### src/hdl/humidity_temp_frame_decoder_core_assert.svh
// ============================================================================
// Assertion macros for the humidity/temperature frame decoder
// Concurrent assertion wrappers that compile away when SYNTHESIS is defined.
// ============================================================================
`ifndef HUMIDITY_TEMP_FRAME_DECODER_CORE_ASSERT_SVH
`define HUMIDITY_TEMP_FRAME_DECODER_CORE_ASSERT_SVH

`ifndef SYNTHESIS
`define HTFD_ASSERT(label, clk, rst, prop) \
   label: assert property (@(posedge clk) disable iff (rst) prop) \
      else $error("%m: assertion failed");
`define HTFD_ASSERT_ALWAYS(label, clk, prop) \
   label: assert property (@(posedge clk) prop) \
      else $error("%m: assertion failed");
`else
`define HTFD_ASSERT(label, clk, rst, prop)
`define HTFD_ASSERT_ALWAYS(label, clk, prop)
`endif

`endif

### src/hdl/htfd_pkg.sv
// ============================================================================
// Humidity/temperature frame decoder package
// Shared types, constants, CRC-8 and constant-divisor helper functions.
// ============================================================================
package htfd_pkg;

   localparam logic [7:0] CRC_POLY = 8'h31;
   localparam logic [7:0] CRC_INIT = 8'hFF;

   localparam int CSR_INDEX_W = 2;
   localparam int CSR_DATA_W  = 12;

   localparam logic [CSR_INDEX_W-1:0] CSR_TEMP_OFFSET = 2'd0;
   localparam logic [CSR_INDEX_W-1:0] CSR_TEMP_MIN    = 2'd1;
   localparam logic [CSR_INDEX_W-1:0] CSR_TEMP_MAX    = 2'd2;

   localparam logic [9:0]         TEMP_OFFSET_RESET = 10'd10;
   localparam logic signed [11:0] TEMP_MIN_RESET    = -12'sd400;
   localparam logic signed [11:0] TEMP_MAX_RESET    = 12'sd1250;

   localparam logic [2:0] POS_TEMP_MSB = 3'd0;
   localparam logic [2:0] POS_TEMP_LSB = 3'd1;
   localparam logic [2:0] POS_TEMP_CRC = 3'd2;
   localparam logic [2:0] POS_HUM_MSB  = 3'd3;
   localparam logic [2:0] POS_HUM_LSB  = 3'd4;
   localparam logic [2:0] POS_HUM_CRC  = 3'd5;

   localparam int MAG_W = 27;
   localparam int QUO_W = 11;

   localparam logic signed [27:0] TEMP_GAIN = 28'sd1750;
   localparam logic signed [27:0] TEMP_BIAS = 28'sd29490750;
   localparam logic [25:0]        HUM_GAIN  = 26'd1000;
   localparam logic [27:0]        FULL_SCALE = 28'd65535;

   typedef struct packed {
      logic               ok;
      logic signed [16:0] diff;
      logic [15:0]        raw_h;
   } word_type;

   function automatic logic [7:0] crc_byte(input logic [7:0] crc, input logic [7:0] b);
      logic [7:0] c;
      c = crc ^ b;
      for (int k = 0; k < 8; k++) begin
         if (c[7]) begin
            c = {c[6:0], 1'b0} ^ CRC_POLY;
         end else begin
            c = {c[6:0], 1'b0};
         end
      end
      return c;
   endfunction

   // Lower estimate of x / 65535, never more than one below the true quotient.
   function automatic logic [QUO_W-1:0] div_est(input logic [MAG_W-1:0] x);
      logic [MAG_W:0] sum;
      sum = {1'b0, x} + {{(MAG_W+1-QUO_W){1'b0}}, x[MAG_W-1:16]};
      return sum[MAG_W-1:16];
   endfunction

   function automatic logic [QUO_W-1:0] div_fix(input logic [MAG_W-1:0] x,
                                                input logic [QUO_W-1:0] q);
      logic [MAG_W:0] rem;
      rem = {1'b0, x} - {1'b0, q, 16'd0} + {{(MAG_W+1-QUO_W){1'b0}}, q};
      return (rem >= FULL_SCALE) ? q + QUO_W'(1) : q;
   endfunction

endpackage

### src/hdl/humidity_temp_frame_decoder_core.sv
// ============================================================================
// Humidity/temperature frame decoder core
// Decodes six-byte CRC-8 checked sensor frames into temperature and humidity
// in tenths, with a configurable raw offset and temperature clamp.
// ============================================================================
//
//   Port group   Direction   Transaction
//   req_*        in          one frame byte and its frame start flag
//   rsp_*        out         one decoded reading per complete frame
//   csr_*        in          register write, index and 12-bit data
//
// One byte is taken every cycle when the result side keeps up.
// After its last byte is accepted, a reading passes through one input
// register, one frame register and five scaling stages.
// Reset is synchronous and empties every stage; registers return to defaults.
// A stalled result holds its stage; the stages behind it keep filling and
// the input stalls only once the pipeline is full.
//
module humidity_temp_frame_decoder_core (
   input  logic                              clock,
   input  logic                              reset,
   input  logic                              req_valid,
   output logic                              req_stall,
   input  logic [7:0]                        req_data_byte,
   input  logic                              req_frame_start,
   output logic                              rsp_valid,
   input  logic                              rsp_stall,
   output logic signed [11:0]                rsp_temperature_tenths,
   output logic [9:0]                        rsp_humidity_tenths,
   output logic                              rsp_crc_error,
   input  logic                              csr_write,
   input  logic [htfd_pkg::CSR_INDEX_W-1:0]  csr_index,
   input  logic [htfd_pkg::CSR_DATA_W-1:0]   csr_data
);

   logic [9:0]          temp_offset_ff;
   logic signed [11:0]  temp_min_ff;
   logic signed [11:0]  temp_max_ff;
   htfd_pkg::word_type  word;
   logic                word_valid;
   logic                word_ready;

   always_ff @(posedge clock) begin
      if (reset) begin
         temp_offset_ff <= htfd_pkg::TEMP_OFFSET_RESET;
         temp_min_ff    <= htfd_pkg::TEMP_MIN_RESET;
         temp_max_ff    <= htfd_pkg::TEMP_MAX_RESET;
      end else if (csr_write) begin
         unique case (csr_index)
            htfd_pkg::CSR_TEMP_OFFSET: temp_offset_ff <= csr_data[9:0];
            htfd_pkg::CSR_TEMP_MIN:    temp_min_ff    <= $signed(csr_data);
            htfd_pkg::CSR_TEMP_MAX:    temp_max_ff    <= $signed(csr_data);
            default: begin
            end
         endcase
      end
   end

   htfd_frame u_frame (
      .clock           (clock),
      .reset           (reset),
      .req_valid       (req_valid),
      .req_stall       (req_stall),
      .req_data_byte   (req_data_byte),
      .req_frame_start (req_frame_start),
      .temp_raw_offset (temp_offset_ff),
      .word            (word),
      .word_valid      (word_valid),
      .word_ready      (word_ready)
   );

   htfd_scale u_scale (
      .clock                  (clock),
      .reset                  (reset),
      .word                   (word),
      .word_valid             (word_valid),
      .word_ready             (word_ready),
      .temp_min               (temp_min_ff),
      .temp_max               (temp_max_ff),
      .rsp_valid              (rsp_valid),
      .rsp_stall              (rsp_stall),
      .rsp_temperature_tenths (rsp_temperature_tenths),
      .rsp_humidity_tenths    (rsp_humidity_tenths),
      .rsp_crc_error          (rsp_crc_error)
   );

endmodule

### src/hdl/htfd_frame.sv
// ============================================================================
// Frame tracker
// Registers incoming bytes, follows the frame position, checks both CRC-8
// bytes and hands the raw words of a complete frame to the scaler.
// ============================================================================
module htfd_frame (
   input  logic                clock,
   input  logic                reset,
   input  logic                req_valid,
   output logic                req_stall,
   input  logic [7:0]          req_data_byte,
   input  logic                req_frame_start,
   input  logic [9:0]          temp_raw_offset,
   output htfd_pkg::word_type  word,
   output logic                word_valid,
   input  logic                word_ready
);

   logic                in_valid_ff, in_valid_in;
   logic [7:0]          in_byte_ff;
   logic                in_start_ff;
   logic [2:0]          pos_ff, pos_in;
   logic [7:0]          held_ff [4];
   logic [7:0]          held_in [4];
   logic [7:0]          crc_ff, crc_in;
   logic                first_ok_ff, first_ok_in;
   logic                word_valid_ff, word_valid_in;
   htfd_pkg::word_type  word_ff, word_in;
   logic [2:0]          pos;
   logic                emit;
   logic                s1_ready;
   logic                s0_take;
   logic                in_ready;

   assign s1_ready  = !word_valid_ff || word_ready;
   assign s0_take   = in_valid_ff && (!emit || s1_ready);
   assign in_ready  = !in_valid_ff || s0_take;
   assign req_stall = !in_ready;
   assign in_valid_in = in_ready ? req_valid : in_valid_ff;

   always_comb begin
      pos = (in_start_ff || (pos_ff > htfd_pkg::POS_HUM_CRC)) ? htfd_pkg::POS_TEMP_MSB
                                                              : pos_ff;
      pos_in      = pos_ff;
      crc_in      = crc_ff;
      first_ok_in = first_ok_ff;
      held_in     = held_ff;
      emit        = 1'b0;
      unique case (pos)
         htfd_pkg::POS_TEMP_LSB: begin
            held_in[1] = in_byte_ff;
            crc_in     = htfd_pkg::crc_byte(crc_ff, in_byte_ff);
            pos_in     = htfd_pkg::POS_TEMP_CRC;
         end
         htfd_pkg::POS_TEMP_CRC: begin
            first_ok_in = (crc_ff == in_byte_ff);
            crc_in      = htfd_pkg::CRC_INIT;
            pos_in      = htfd_pkg::POS_HUM_MSB;
         end
         htfd_pkg::POS_HUM_MSB: begin
            held_in[2] = in_byte_ff;
            crc_in     = htfd_pkg::crc_byte(htfd_pkg::CRC_INIT, in_byte_ff);
            pos_in     = htfd_pkg::POS_HUM_LSB;
         end
         htfd_pkg::POS_HUM_LSB: begin
            held_in[3] = in_byte_ff;
            crc_in     = htfd_pkg::crc_byte(crc_ff, in_byte_ff);
            pos_in     = htfd_pkg::POS_HUM_CRC;
         end
         htfd_pkg::POS_HUM_CRC: begin
            emit   = 1'b1;
            crc_in = htfd_pkg::CRC_INIT;
            pos_in = htfd_pkg::POS_TEMP_MSB;
         end
         default: begin
            held_in[0] = in_byte_ff;
            crc_in     = htfd_pkg::crc_byte(htfd_pkg::CRC_INIT, in_byte_ff);
            pos_in     = htfd_pkg::POS_TEMP_LSB;
         end
      endcase
   end

   always_comb begin
      word_in.ok    = first_ok_ff && (crc_ff == in_byte_ff);
      word_in.diff  = $signed({1'b0, held_ff[0], held_ff[1]})
                    - $signed({7'd0, temp_raw_offset});
      word_in.raw_h = {held_ff[2], held_ff[3]};
   end

   assign word_valid_in = (word_valid_ff && !word_ready) || (s0_take && emit);

   always_ff @(posedge clock) begin
      if (reset) begin
         in_valid_ff   <= 1'b0;
         pos_ff        <= htfd_pkg::POS_TEMP_MSB;
         crc_ff        <= htfd_pkg::CRC_INIT;
         first_ok_ff   <= 1'b0;
         word_valid_ff <= 1'b0;
      end else begin
         in_valid_ff   <= in_valid_in;
         word_valid_ff <= word_valid_in;
         if (s0_take) begin
            pos_ff      <= pos_in;
            crc_ff      <= crc_in;
            first_ok_ff <= first_ok_in;
         end
      end
   end

   always_ff @(posedge clock) begin
      if (in_ready) begin
         in_byte_ff  <= req_data_byte;
         in_start_ff <= req_frame_start;
      end
      if (s0_take) begin
         held_ff <= held_in;
      end
      if (s0_take && emit) begin
         word_ff <= word_in;
      end
   end

   assign word       = word_ff;
   assign word_valid = word_valid_ff;

endmodule

### src/hdl/htfd_scale.sv
// ============================================================================
// Result scaler
// Five-stage pipeline: gain products, magnitude, quotient estimate, quotient
// correction with sign, then clamp or error zeroing into the result register.
// ============================================================================
`include "humidity_temp_frame_decoder_core_assert.svh"

module htfd_scale (
   input  logic                      clock,
   input  logic                      reset,
   input  htfd_pkg::word_type        word,
   input  logic                      word_valid,
   output logic                      word_ready,
   input  logic signed [11:0]        temp_min,
   input  logic signed [11:0]        temp_max,
   output logic                      rsp_valid,
   input  logic                      rsp_stall,
   output logic signed [11:0]        rsp_temperature_tenths,
   output logic [9:0]                rsp_humidity_tenths,
   output logic                      rsp_crc_error
);

   localparam int NSTAGE = 5;

   logic [NSTAGE-1:0] v_ff, v_in;
   logic [NSTAGE-1:0] rdy;
   logic [NSTAGE-1:0] v_prev;

   logic signed [27:0]           a_num_ff, a_num_in;
   logic [25:0]                  a_hp_ff, a_hp_in;
   logic                         a_ok_ff;

   logic [htfd_pkg::MAG_W-1:0]   b_tmag_ff, b_tmag_in;
   logic                         b_neg_ff;
   logic [25:0]                  b_hp_ff;
   logic                         b_ok_ff;

   logic [htfd_pkg::MAG_W-1:0]   c_tmag_ff, c_hmag_ff, c_hmag_in;
   logic [htfd_pkg::QUO_W-1:0]   c_tq_ff, c_tq_in, c_hq_ff, c_hq_in;
   logic                         c_neg_ff;
   logic                         c_ok_ff;

   logic signed [11:0]           d_t_ff, d_t_in;
   logic [9:0]                   d_h_ff, d_h_in;
   logic                         d_ok_ff;
   logic [htfd_pkg::QUO_W-1:0]   d_tq, d_hq;

   logic signed [11:0]           e_t_ff, e_t_in;
   logic [9:0]                   e_h_ff, e_h_in;
   logic                         e_err_ff;

   logic                         rsp_good;
   logic                         rsp_zero;
   logic                         temp_in_range;
   logic [23:0]                  limits;

   assign v_prev = {v_ff[NSTAGE-2:0], word_valid};

   always_comb begin
      rdy[NSTAGE-1] = !v_ff[NSTAGE-1] || !rsp_stall;
      for (int k = NSTAGE - 2; k >= 0; k--) begin
         rdy[k] = !v_ff[k] || rdy[k+1];
      end
      for (int k = 0; k < NSTAGE; k++) begin
         v_in[k] = rdy[k] ? v_prev[k] : v_ff[k];
      end
   end

   assign word_ready = rdy[0];

   always_comb begin
      a_num_in = $signed({{11{word.diff[16]}}, word.diff}) * htfd_pkg::TEMP_GAIN
               - htfd_pkg::TEMP_BIAS;
      a_hp_in  = {10'd0, word.raw_h} * htfd_pkg::HUM_GAIN;

      b_tmag_in = a_num_ff[27] ? htfd_pkg::MAG_W'(-a_num_ff)
                               : a_num_ff[htfd_pkg::MAG_W-1:0];

      c_hmag_in = {1'b0, b_hp_ff};
      c_tq_in   = htfd_pkg::div_est(b_tmag_ff);
      c_hq_in   = htfd_pkg::div_est(c_hmag_in);

      d_tq   = htfd_pkg::div_fix(c_tmag_ff, c_tq_ff);
      d_hq   = htfd_pkg::div_fix(c_hmag_ff, c_hq_ff);
      d_t_in = c_neg_ff ? -$signed({1'b0, d_tq}) : $signed({1'b0, d_tq});
      d_h_in = d_hq[9:0];

      if (!d_ok_ff) begin
         e_t_in = '0;
         e_h_in = '0;
      end else begin
         e_h_in = d_h_ff;
         if (d_t_ff > temp_max) begin
            e_t_in = temp_max;
         end else if (d_t_ff < temp_min) begin
            e_t_in = temp_min;
         end else begin
            e_t_in = d_t_ff;
         end
      end
   end

   always_ff @(posedge clock) begin
      if (reset) begin
         v_ff <= '0;
      end else begin
         v_ff <= v_in;
      end
   end

   always_ff @(posedge clock) begin
      if (rdy[0]) begin
         a_num_ff <= a_num_in;
         a_hp_ff  <= a_hp_in;
         a_ok_ff  <= word.ok;
      end
      if (rdy[1]) begin
         b_tmag_ff <= b_tmag_in;
         b_neg_ff  <= a_num_ff[27];
         b_hp_ff   <= a_hp_ff;
         b_ok_ff   <= a_ok_ff;
      end
      if (rdy[2]) begin
         c_tmag_ff <= b_tmag_ff;
         c_hmag_ff <= c_hmag_in;
         c_tq_ff   <= c_tq_in;
         c_hq_ff   <= c_hq_in;
         c_neg_ff  <= b_neg_ff;
         c_ok_ff   <= b_ok_ff;
      end
      if (rdy[3]) begin
         d_t_ff  <= d_t_in;
         d_h_ff  <= d_h_in;
         d_ok_ff <= c_ok_ff;
      end
      if (rdy[4]) begin
         e_t_ff   <= e_t_in;
         e_h_ff   <= e_h_in;
         e_err_ff <= !d_ok_ff;
      end
   end

   assign rsp_valid              = v_ff[NSTAGE-1];
   assign rsp_temperature_tenths = e_t_ff;
   assign rsp_humidity_tenths    = e_h_ff;
   assign rsp_crc_error          = e_err_ff;

   assign rsp_good      = rsp_valid && !rsp_crc_error;
   assign rsp_zero      = (rsp_temperature_tenths == 12'sd0) && (rsp_humidity_tenths == 10'd0);
   assign limits        = {temp_min, temp_max};
   assign temp_in_range = (temp_min > temp_max)
                       || ((rsp_temperature_tenths >= temp_min)
                           && (rsp_temperature_tenths <= temp_max));

   `HTFD_ASSERT(a_error_zeroes, clock, reset, (rsp_valid && rsp_crc_error) |-> rsp_zero)
   `HTFD_ASSERT(a_humidity_range, clock, reset, rsp_good |-> (rsp_humidity_tenths <= 10'd1000))
   `HTFD_ASSERT(a_temp_clamped, clock, reset, (rsp_good && $stable(limits)) |-> temp_in_range)
   `HTFD_ASSERT_ALWAYS(a_reset_empties, clock, reset |=> (v_ff == '0))

endmodule
### config.mk
export PLATFORM = sky130hd
export DESIGN_NAME = humidity_temp_frame_decoder_core
export DESIGN_NICKNAME = d
export VERILOG_FILES = /design/src/hdl/htfd_pkg.sv /design/src/hdl/humidity_temp_frame_decoder_core.sv /design/src/hdl/htfd_frame.sv /design/src/hdl/htfd_scale.sv
export VERILOG_INCLUDE_DIRS = /design/src /design/src/hdl
export SDC_FILE = /design/constraint.sdc
export NUM_CORES = 1
export LEC_CHECK = 0
export BUFFER_PORTS_ARGS = -buffer_cell sky130_fd_sc_hd__clkbuf_2
export CORE_MARGIN = 1
export CORE_UTILIZATION = 55
export DETAILED_ROUTE_END_ITERATION = 8
export PLACE_DENSITY_LB_ADDON = 0.25
export RECOVER_POWER = 50
export SLEW_MARGIN = 40
export SYNTH_ARGS = -nofsm -noshare
export SYNTH_HDL_FRONTEND = slang
export SYNTH_SLANG_ARGS = --single-unit
export TNS_END_PERCENT = 50
### constraint.sdc
create_clock -name clock -period 20.5 [get_ports clock]
set_clock_uncertainty 0.15 [all_clocks]
set_input_delay 2.05 -clock clock [delete_from_list [all_inputs] [get_ports clock]]
set_output_delay 2.05 -clock clock [all_outputs]
set_load 0.01 [all_outputs]
==> results.toml <==
[worst_hold_path]
whs_path_depth = 0
hold_class = "flop to flop"

[worst_setup_path]
arrival_ns = 7.43
critPathMaxFanout = 5
required_ns = 20.66
max_stage_delay_ns = 0.54
r2r_cells = 20
crit_type = "flop to flop"
cpMaxStageDelayCell = "fa_1"
r2r_slack_ns = 13.23
start_kind = "flop"
end_kind = "flop"
cp_cell_sequence = "ha_1, xor2_1, ha_1, fa_1, fa_1, inv_1, fa_1, inv_1, ha_1, or4_4, o31a_1, o2111a_1, or4_4, a31oi_4, xnor2_1, or3_4, or4_4, a311oi_2, xnor2_1, xnor2_1"

[power_and_ir_drop]
power.total_uw = 1520
power_leakage_uw = 0.0118
power_density_nw_per_um2 = 54.8
peakVddDrop_mv = 0.0638

[clocking]
hold_buffers = 0
clockBufferDepth = 3
clkTransAtPathRegs_ns = 0.06
cts_max_level = 2
cts_tree = "done"
cts_buffers = 38
clock-sinks = 349
cts_resized = 0
root_buffer = "clkbuf_16"
clkLatencyLatePin_ns = 0.57
cts_setup_buffers = 0

[detailed_routing]
drtAntennaViolNets = 0
wl_met2_microns = 24500
wl_per_cell_microns = 17.3
wl_met1_microns = 25200
dr_wl_met3_microns = 2240
vias = 17400
highest_layer = "met4"
dr.first_iter.drc_count = 1150
vias_per_cell = 5.66
wirelength_microns = 53000
firstDrtPassIters = 5
drc = 0

[layout]
antenna_cells = 0
n_fill_cell = 3667
fin_util_pct = 60.7
finalNonFillerCells = 3072
drive_gt1_share_pct = 5.78
syn_to_final_growth_pct = 8.09
layout.nets = 2889

[sta]
layout_worst_path_cycle_share_pct = 35.5
report.final.slew_viol_count = 128
setup_ws_ns = 13.23
final.setup.tns_ns = 0
hold_viol_final = 0
fmax_mhz = 138
worstMarginPinSlew_ns = 3.89
layout_min_cycle_time_ns = 7.27
rsz0062_at_grt = "false"
setup_viol = 0
maxSlewHeadroom_pct = -159

[placement]
io_buffers = 52
place_inst = 3004
place_hpwl_microns = 42100
preCtsSetupSlack_ns = 13.24
routabilityCongestion = 0.905

[yosys]
synth_area_leaders = "edfxtp_1 35%, ha_1 14%, fa_1 10%"
yosysSeqAreaShare_pct = 38.9
synthAdderAreaFrac_pct = 24.3
yosysTopAreaCell = "edfxtp_1"
synth-edff-count = 296
synth.distinct_cells = 77
avgSynthCellArea_sq_um = 10.6
syn_nets = 2849
synth_compound_area_share_pct = 12.8
dominantRegCellSynth = "edfxtp_1"
synth-seq-cells = 349
synth-xor-area-share_pct = 7.05
syn_inst = 2404
mappedNetlistArea_sq_um = 25600
synthArstFlopShare_pct = 0
synth_top_cell_area_share_pct = 34.8
synth_top_family_by_area = "adder cells"
yosysWarnings = 0
synthMuxAreaShare_pct = 0.519
synth_simple_gate_area_share_pct = 10.7

[floorplanning]
die_area_sq_um = 47400
initial_utilization_pct = 56.1
fp.dieH_microns = 218
rows = 78
core_area_sq_um = 45600
pin_count = 53
die_x_microns = 218

[outcome]
status = "finished with violations"
violations = "capacitance limit, slew limit"

[global_routing]
antenna_found_initial = 0
overflow = 0
grt_pass1_wl_microns = 87300
grt_use_total_pct = 23.0
grt_pass1_vias = 17200
grt_max_degree = 74

[run]
maxCapViolCount = 2
-- layer usage --
metal / up-vias / GRT usage (%)
li1: 8568 / -
met2: 401 / 37.0
met3: 69 / 2.38
met5: - / 0
met1: 8351 / 33.0
met4: 0 / 6.27
-- final timing paths --
kind,start,to
max,u_frame.word[17],u_scale.a_num_ff[27]
min,u_scale.a_ok_ff,u_scale.b_ok_ff
max reg2reg,u_frame.word[17],u_scale.a_num_ff[27]
min reg2reg,u_scale.a_ok_ff,u_scale.b_ok_ff
-- where the power goes --
part	total [uW]	switching, uW	internal (uW)
Clock	659	271	388
Combinational	74.4	42.7	31.7
Sequential	781	9.97	772
Total	1520	324	1190
-- synthesized netlist by cell type, drive strengths merged, types with 19 or more instances --
cell type  count
ha           284
nor3          36
nand2        128
edfxtp       296
nand4         23
dfxtp         53
nor2         145
and2          24
fa           133
a31oi         19
a211o         30
nand3         60
clkbuf        54
xor2          54
o21a          26
inv          326
xnor2        152
o21ai         74
a21o          48
a21oi        120
nand2b        22
and3          24
-- cell families after synthesis --
kind of cell | count (synthesis)
compound gates | 479
xor+xnor | 206
fa+ha+maj | 417
buf+inv | 386
flops | 349
mux | 13
simple gates | 554
-- metrics by stage --
stage	hold WS [ns]	area [sq um]
2_1_floorplan	0.250	25600
3_3_place_gp	0.251	26400
3_5_place_dp	0.255	26500
4_1_cts	0.266	27700
5_1_grt	0.274	27600
6_report	0.263	27600
-- registers in the layout, summed over array words and instances (netlist names), 11 cells and up --
register                        cells
u_scale.c_tq_ff                    11
u_scale.d_t_ff                     12
u_scale.c_hmag_ff                  23
u_scale.rsp_temperature_tenths     12
u_scale.b_tmag_ff                  26
temp_min_ff                        12
u_scale.c_hq_ff                    11
u_scale.a_hp_ff                    23
u_scale.b_hp_ff                    23
temp_max_ff                        12
u_frame.word                       34
u_frame.held_ff                    32
u_scale.a_num_ff                   27
u_scale.c_tmag_ff                  26
-- worst max-delay path, delay by kind of cell (launching register included) --
| family | cells | cell delay [ns] |
|---|---|---|
| xor+xnor | 4 | 0.79 |
| simple gates | 4 | 1.88 |
| compound gates | 4 | 1.13 |
| flops | 1 | 0.46 |
| fa+ha+maj | 6 | 2.50 |
| buf+inv | 2 | 0.09 |
-- cells in the final DEF, fill, tap and decap left out, types with 8 or more instances in the layout --
master,count
o21bai_1,11
clkbuf_2,51
a21o_1,48
clkbuf_1,13
nor4_1,12
inv_1,325
nand2b_1,22
a211o_1,30
o21a_1,26
nand4_1,23
o211ai_1,11
and2_0,9
fa_1,133
mux2i_1,11
a21boi_0,11
xnor2_1,152
a31oi_1,18
a221oi_1,10
nor2_1,144
o21ai_0,73
nor3_1,36
and3_1,24
nand3_1,60
a311oi_1,13
edfxtp_1,296
or2_2,14
ha_1,284
or3_1,14
nor2b_1,17
clkinv_1,9
nand2_1,126
a21oi_1,120
o31ai_1,17
and2_1,15
clkbuf_16,38
a211oi_1,16
dfxtp_1,53
o31a_1,8
xor2_1,54
-- area by class of cell --
class	count	area [sq um]	share of cell area, %
Clock buffer	50	1020	3.68
Tap cell	600	751	2.72
Timing Repair Buffer	57	289	1.05
Multi-Input combinational cell	1669	14200	51.4
Sequential cell	349	9950	36.0
Inverter	329	1240	4.48
Clock inverter	18	184	0.665
Power figures use the tool's default switching activity.
